[src/rtl/core/mst_pkg.sv]
`timescale 1ns / 1ps
// ----------------------------------------------------------------------------
// mst_pkg: shared types and constants of the min tracking stack
// Depth, field widths, operation and status codes, shift control struct.
// ----------------------------------------------------------------------------
package mst_pkg;

    localparam int DEPTH   = 64;
    localparam int DATA_W  = 32;
    localparam int CNT_W   = $clog2(DEPTH + 1);
    localparam int OCC_W   = 7;
    localparam int STAT_W  = 2;

    // result word: top, min, empty, occupancy, status, padded to bytes
    localparam int RES_W   = 2 * DATA_W + 1 + OCC_W + STAT_W;
    localparam int OUT_W   = ((RES_W + 7) / 8) * 8;
    localparam int PAD_W   = OUT_W - RES_W;

    typedef enum logic {
        MODE_PUSH = 1'b0,
        MODE_POP  = 1'b1
    } t_mode;

    typedef enum logic [STAT_W-1:0] {
        ST_OK        = 2'd0,
        ST_POP_EMPTY = 2'd1,
        ST_PUSH_FULL = 2'd2
    } t_status;

    // one shift command for a whole chain of cells
    typedef struct packed {
        logic push;   // every cell takes its upper neighbor
        logic pop;    // every cell takes its lower neighbor
    } t_shift_ctl;

endpackage

[src/rtl/core/mst_cell.sv]
`timescale 1ns / 1ps
// ----------------------------------------------------------------------------
// mst_cell: one stack cell
// Holds one value; shift down on push, shift up on pop.
// ----------------------------------------------------------------------------
module mst_cell (
    input  logic                        i_clk,
    input  mst_pkg::t_shift_ctl         i_ctl,
    input  logic [mst_pkg::DATA_W-1:0]  i_above,
    input  logic [mst_pkg::DATA_W-1:0]  i_below,
    output logic [mst_pkg::DATA_W-1:0]  o_val
);

    logic [mst_pkg::DATA_W-1:0] r_val;
    logic [mst_pkg::DATA_W-1:0] n_val;

    always_comb begin
        n_val = r_val;
        if (i_ctl.push) begin
            n_val = i_above;
        end else if (i_ctl.pop) begin
            n_val = i_below;
        end
    end

    always_ff @(posedge i_clk) begin
        r_val <= n_val;
    end

    assign o_val = r_val;

endmodule

[src/rtl/core/mst_chain.sv]
`timescale 1ns / 1ps
// ----------------------------------------------------------------------------
// mst_chain: row of stack cells
// Cell 0 is the top; exposes the top and the entry beneath it.
// ----------------------------------------------------------------------------
module mst_chain (
    input  logic                        i_clk,
    input  mst_pkg::t_shift_ctl         i_ctl,
    input  logic [mst_pkg::DATA_W-1:0]  i_push_data,
    output logic [mst_pkg::DATA_W-1:0]  o_top,
    output logic [mst_pkg::DATA_W-1:0]  o_next
);

    logic [mst_pkg::DATA_W-1:0] w_val [mst_pkg::DEPTH];

    for (genvar g = 0; g < mst_pkg::DEPTH; g++) begin : g_cell
        logic [mst_pkg::DATA_W-1:0] w_above;
        logic [mst_pkg::DATA_W-1:0] w_below;

        if (g == 0) begin : g_first
            assign w_above = i_push_data;
        end else begin : g_mid_above
            assign w_above = w_val[g-1];
        end

        // bottom cell keeps its contents on pop; the slot is unused afterwards
        if (g == mst_pkg::DEPTH - 1) begin : g_last
            assign w_below = w_val[g];
        end else begin : g_mid_below
            assign w_below = w_val[g+1];
        end

        mst_cell u_cell (
            .i_clk   (i_clk),
            .i_ctl   (i_ctl),
            .i_above (w_above),
            .i_below (w_below),
            .o_val   (w_val[g])
        );
    end

    assign o_top  = w_val[0];
    assign o_next = w_val[1];

endmodule

[config.mk]
export PLATFORM = sky130hd
export DESIGN_NAME = mst_chain
export DESIGN_NICKNAME = d
export VERILOG_FILES = /design/src/rtl/core/mst_pkg.sv /design/src/rtl/core/mst_cell.sv /design/src/rtl/core/mst_chain.sv
export SDC_FILE = /design/constraint.sdc
export NUM_CORES = 2
export LEC_CHECK = 0
export ABC_CLOCK_PERIOD_IN_PS = 89000
export BUFFER_PORTS_ARGS = -buffer_cell sky130_fd_sc_hd__buf_2
export CAP_MARGIN = 20
export CORE_ASPECT_RATIO = 0.5
export CORE_MARGIN = 3
export CORE_UTILIZATION = 50
export CTS_BUF_LIST = sky130_fd_sc_hd__clkbuf_8
export DETAILED_ROUTE_END_ITERATION = 6
export PLACE_DENSITY = 0.62
export SETUP_SLACK_MARGIN = 0.05
export SYNTH_ARGS = -nofsm -noshare
export SYNTH_HDL_FRONTEND = slang
export SYNTH_SLANG_ARGS = --single-unit
[constraint.sdc]
create_clock -name i_clk -period 89 [get_ports i_clk]
set_input_delay 17.8 -clock i_clk [delete_from_list [all_inputs] [get_ports i_clk]]
set_output_delay 17.8 -clock i_clk [all_outputs]
set_load 0.01 [all_outputs]
## After elaboration in Yosys (flattened, before gate mapping)

Cells that the tools add are included.

| cells by class | value |
|---|---|
| reduce and logical (&&, ||, !) cells | 1 |
| mux-type cells | 126 |

Operators by type and width:

| kind | count |
|---|---|
| $mux W32 | 126 |
| $reduce_bool A2 Y1 | 1 |

| storage, ports and cells | value |
|---|---|
| register bits after elaboration | 2048 |
| output and inout port bits | 64 |

## Depth between registers and ports, before layout

| depth | value |
|---|---|
| depth in word-level cells | 2 |
| depth in mapped cells | 5 |
| depth with buffers taken out | 1 |

## Modules after synthesis

Synthesis repeated with hierarchy kept, for this count alone.

| unflattened totals | value |
|---|---|
| cell total of the unflattened synthesis | 4416 |
| area total of the unflattened synthesis | 96492.5 um2 |

By module, submodules not included:

| module | cells an instance | instances | sequential area each (um2) | area an instance (um2) |
|---|---|---|---|---|
| mst_cell | 69 | 64 | 960.9 | 1507.7 |

## Worst setup path after synthesis

OpenSTA, ideal clock, no wires.

| timing | value |
|---|---|
| path kind | input-to-reg |
| start point | in i_ctl[1] in the netlist's numbering |
| end point | reg g_cell[0].u_cell.r_val, in the netlist g_cell[0].u_cell.o_val[0], enable pin |
| setup slack | 45.323 ns |
| data arrival time | 42.093 ns |
| data required time | 87.417 ns |
| setup time | 1.583 ns |
| stages | 5 |
| cell sequence | buf_2 buf_6 buf_6 buf_6 or2_2 |

| between the ends | value |
|---|---|
| longest elaborated chain between the ends | 1 |

RTL lines:

| item | RTL line | text |
|---|---|---|
| from (decl) | mst_chain.sv:8 | `input mst_pkg::t_shift_ctl i_ctl,` |
| $reduce_bool A2 Y1 (no source line) | n/a |  |
| to (signal assigned) | mst_cell.sv:27 | `r_val <= n_val;` |
| to (decl) | mst_cell.sv:14 | `logic [mst_pkg::DATA_W-1:0] r_val;` |

Every way passes these cells.
A chain may end at the register's enable or synchronous reset.

## Worst setup path after layout

| timing | value |
|---|---|
| start point | in i_ctl[1] in the netlist's numbering |
| end point | reg g_cell[11].u_cell.r_val, in the netlist g_cell[11].u_cell.o_val[11], enable pin |

| between the ends | value |
|---|---|
| longest elaborated chain between the ends | 1 |

RTL lines:

| item | RTL line |
|---|---|
| $reduce_bool A2 Y1 (no source line) | n/a |
| to (signal assigned) | mst_cell.sv:27 |
| to (decl) | mst_cell.sv:14 |

Every way passes these cells.

==> results.md <==
* Worst-margin pin slew at 1.14 ns
* Cell at the root of the clock tree: clkbuf_8
* Cell Count, Final, Fillers Out at 6,996
* Setup Skew at 0.0419 ns
* 1st-pass router iterations at 5
* Flip-flop count of the largest register after layout at 2,048
* Via count of the first global-routing pass at 38,285
* CTS resizes at 0
* Overall fraction of global-route tracks in use at 13.5%
* Synthesized net count at 4,324
* Global routing met3 resource utilization at 2.99%
* Nets at 4,550
* Die Outline Area at 0.178 sq mm
* Sequential share of the synthesized area at 71.4%
* CTS tree: built
* IO Count at 99
* Synthesized area per cell at 20.1 sq um
* Effective utilization at floorplan at 50.9%
* Area occupied by registers at 0.0615 sq mm
* RSZ-0062 raised after global routing: no
* Setup violation total in the final timing report at 0
* Global-route wire length before repair at 202 mm
* Sort of element at the start of the critical path: input port
* Synthesis-stage register bit count at 2,048
* Peak supply drop at 0.0115 mV
* Number of placement rows at 106
* Setup WS pre-CTS at 65.52 ns
* Arrival time reported for the critical path endpoint at 22.92 ns
* Path category of the worst min-delay check: register to register
* Maximum number of pins on one net before global-route repair at 197
* Simple-gate share of the synthesized area at 0.00726%
* Largest family of logic cells by synthesized area: multiplexers
* Area after DPL at 0.0880 sq mm
* Htree depth at 5
* Count of buffers inserted at the top-level ports at 98
* Mux contribution to synthesized area at 26.4%
* Clock period minus worst slack at 22.44 ns
* Drt initial violations at 2,817
* Cell area after synthesis at 0.0861 sq mm
* Capturing element type of the critical path: register
* Number of antenna-violating nets in the routed design at 0
* Run status: finished, final reports clean
* Clock buffer count from CTS at 299
* Post-route fraction of the period consumed by the critical path at 25.2%
* WL per Instance at 17.6 um
* Drt total wl at 123 mm
* DIE WIDTH at 593 um
* Number of fill cells in the layout at 12,992
* Top fanout value on the critical path at 189
* Clock Latency Late Sink at 0.87 ns
* Power density normalized to cell area at 24.5 mW/mm^2
* Required time at the worst-slack endpoint at 89.48 ns
* Max Root-Sink Buffers at 4
* Overflow left after global routing at 0
* Synthesized netlist cell count at 4,289
* Fraction of final layout cells with drive strength greater than 1 at 52.9%
* Die Span Y at 299 um
* Number of setup buffers added after CTS at 0
* Placed cells at 6,476
* Number of antenna violations at the first check in global routing at 4
* Estimated wirelength of the detail-placed design at 70.2 mm
* Number of vias per cell at 5.33
* Compound-gate portion of the synthesized area at 0%
* Clock input transition at the sequential cells of the worst setup and hold paths at 0.06 ns
* WHS at 0.442 ns
* Final Hold Vio Count at 0
* Area of all placed cells without fillers at 0.0933 sq mm
* Count of distinct cell types in the synthesized netlist at 5
* Layout area overhead at 8.32%
* Yosys warning count at 0
* Number of pins with negative max-slew slack in the final report at 0
* Total via count after detailed routing at 37,292
* Global Route met1 Usage at 21.4%
* Adder-cell share of the synthesized area at 0%
* Critical setup path kind: input port to register
* Normalized max-slew margin at 23.8%
* Highest achievable clock rate at 44.6 MHz
* Leakage power summed over all cells at 32.7 nW
* DRC violations left at 0
* Hold bufs inserted after CTS at 0
* Worst Setup Slack, final at 66.56 ns
* M2 GR Usage at 18.4%
* Sinks on the clock net at 2,048
* Reported max-cap violation count at 0
* Area of combinational cells with multiple inputs at 0.0227 sq mm
* Core area at 0.169 sq mm
* Routability congestion estimate at 0.734
* Sum Neg Setup Slack at 0 ns
* GRT Max-Usage Layer: met1
* Post-Synth XOR/XNOR Area at 0%
==> final timing paths <==
kind / start / to / slack (ns) / cells after the start
worst max register to register: g_cell[1].u_cell.o_val[27] / g_cell[2].u_cell.o_val[27] / 87.74 / 1
worst min register to register: g_cell[62].u_cell.o_val[15] / g_cell[63].u_cell.o_val[15] / 0.44 / 0
worst max-delay path: i_ctl[1] / g_cell[11].u_cell.o_val[11] / 66.56 / 6
worst min-delay path: g_cell[62].u_cell.o_val[15] / g_cell[63].u_cell.o_val[15] / 0.44 / 0
==> report_power, final <==
| group | leakage [nW] | internal, mW | switching, mW | total (mW) |
|---|---|---|---|---|
| combinational | 8.69 | 0.149 | 0.0819 | 0.230 |
| clock | 3.02 | 0.328 | 0.344 | 0.672 |
| sequential | 20.9 | 1.29 | 0.0908 | 1.38 |
==> through the flow <==
stage / util (%) / total power, mW
finish: 55.2 / 2.28
global route: 55.2 / 2.41
CTS: 55.1 / 2.32
detailed placement: 52.0 / 1.63
global placement: 52.0 / 1.61
floorplan: - / 1.60
==> cells by family after synthesis <==
family / Yosys count
DFF: 2048
muxes: 2016
buffers and inverters: 224
and+or+nand+nor: 1
==> synthesized netlist by cell type, drive strengths merged <==
master  instances  area (sq um)
or2             1          6.26
mux2         2016         22700
edfxtp       2048         61500
buf           224          1920
==> area by class of cell <==
class                   count  area share [%]
well taps                2268            3.04
repair buffers            149            1.16
flip-flops and latches   2048            65.9
multi-input cells        2017            24.3
clock inverters           205           0.990
clock buffers             307            4.53
diodes                      2         0.00537
==> layer usage <==
layer,wire length [um],part of all wire [%]
met1,64700,52
met2,50300,41
met3,5470,4.4
met4,2870,2.3
met5,0,0
==> cell usage in the layout (no fill, tap or decap) <==
cell type,instances
buf_12,7
buf_16,6
buf_2,97
buf_4,39
bufinv_16,3
clkbuf_8,307
clkinv_1,66
clkinv_2,9
clkinvlp_4,7
diode_2,2
edfxtp_1,2048
inv_1,113
inv_6,6
inv_8,1
mux2_2,2016
or2_4,1
==> worst max-delay path: stages <==
cell,delay [ns]
buf_12,0.45
or2_4,0.75
buf_4,0.94
buf_12,0.80
buf_4,0.93
buf_4,0.91
(Power assumes the default switching activity.)
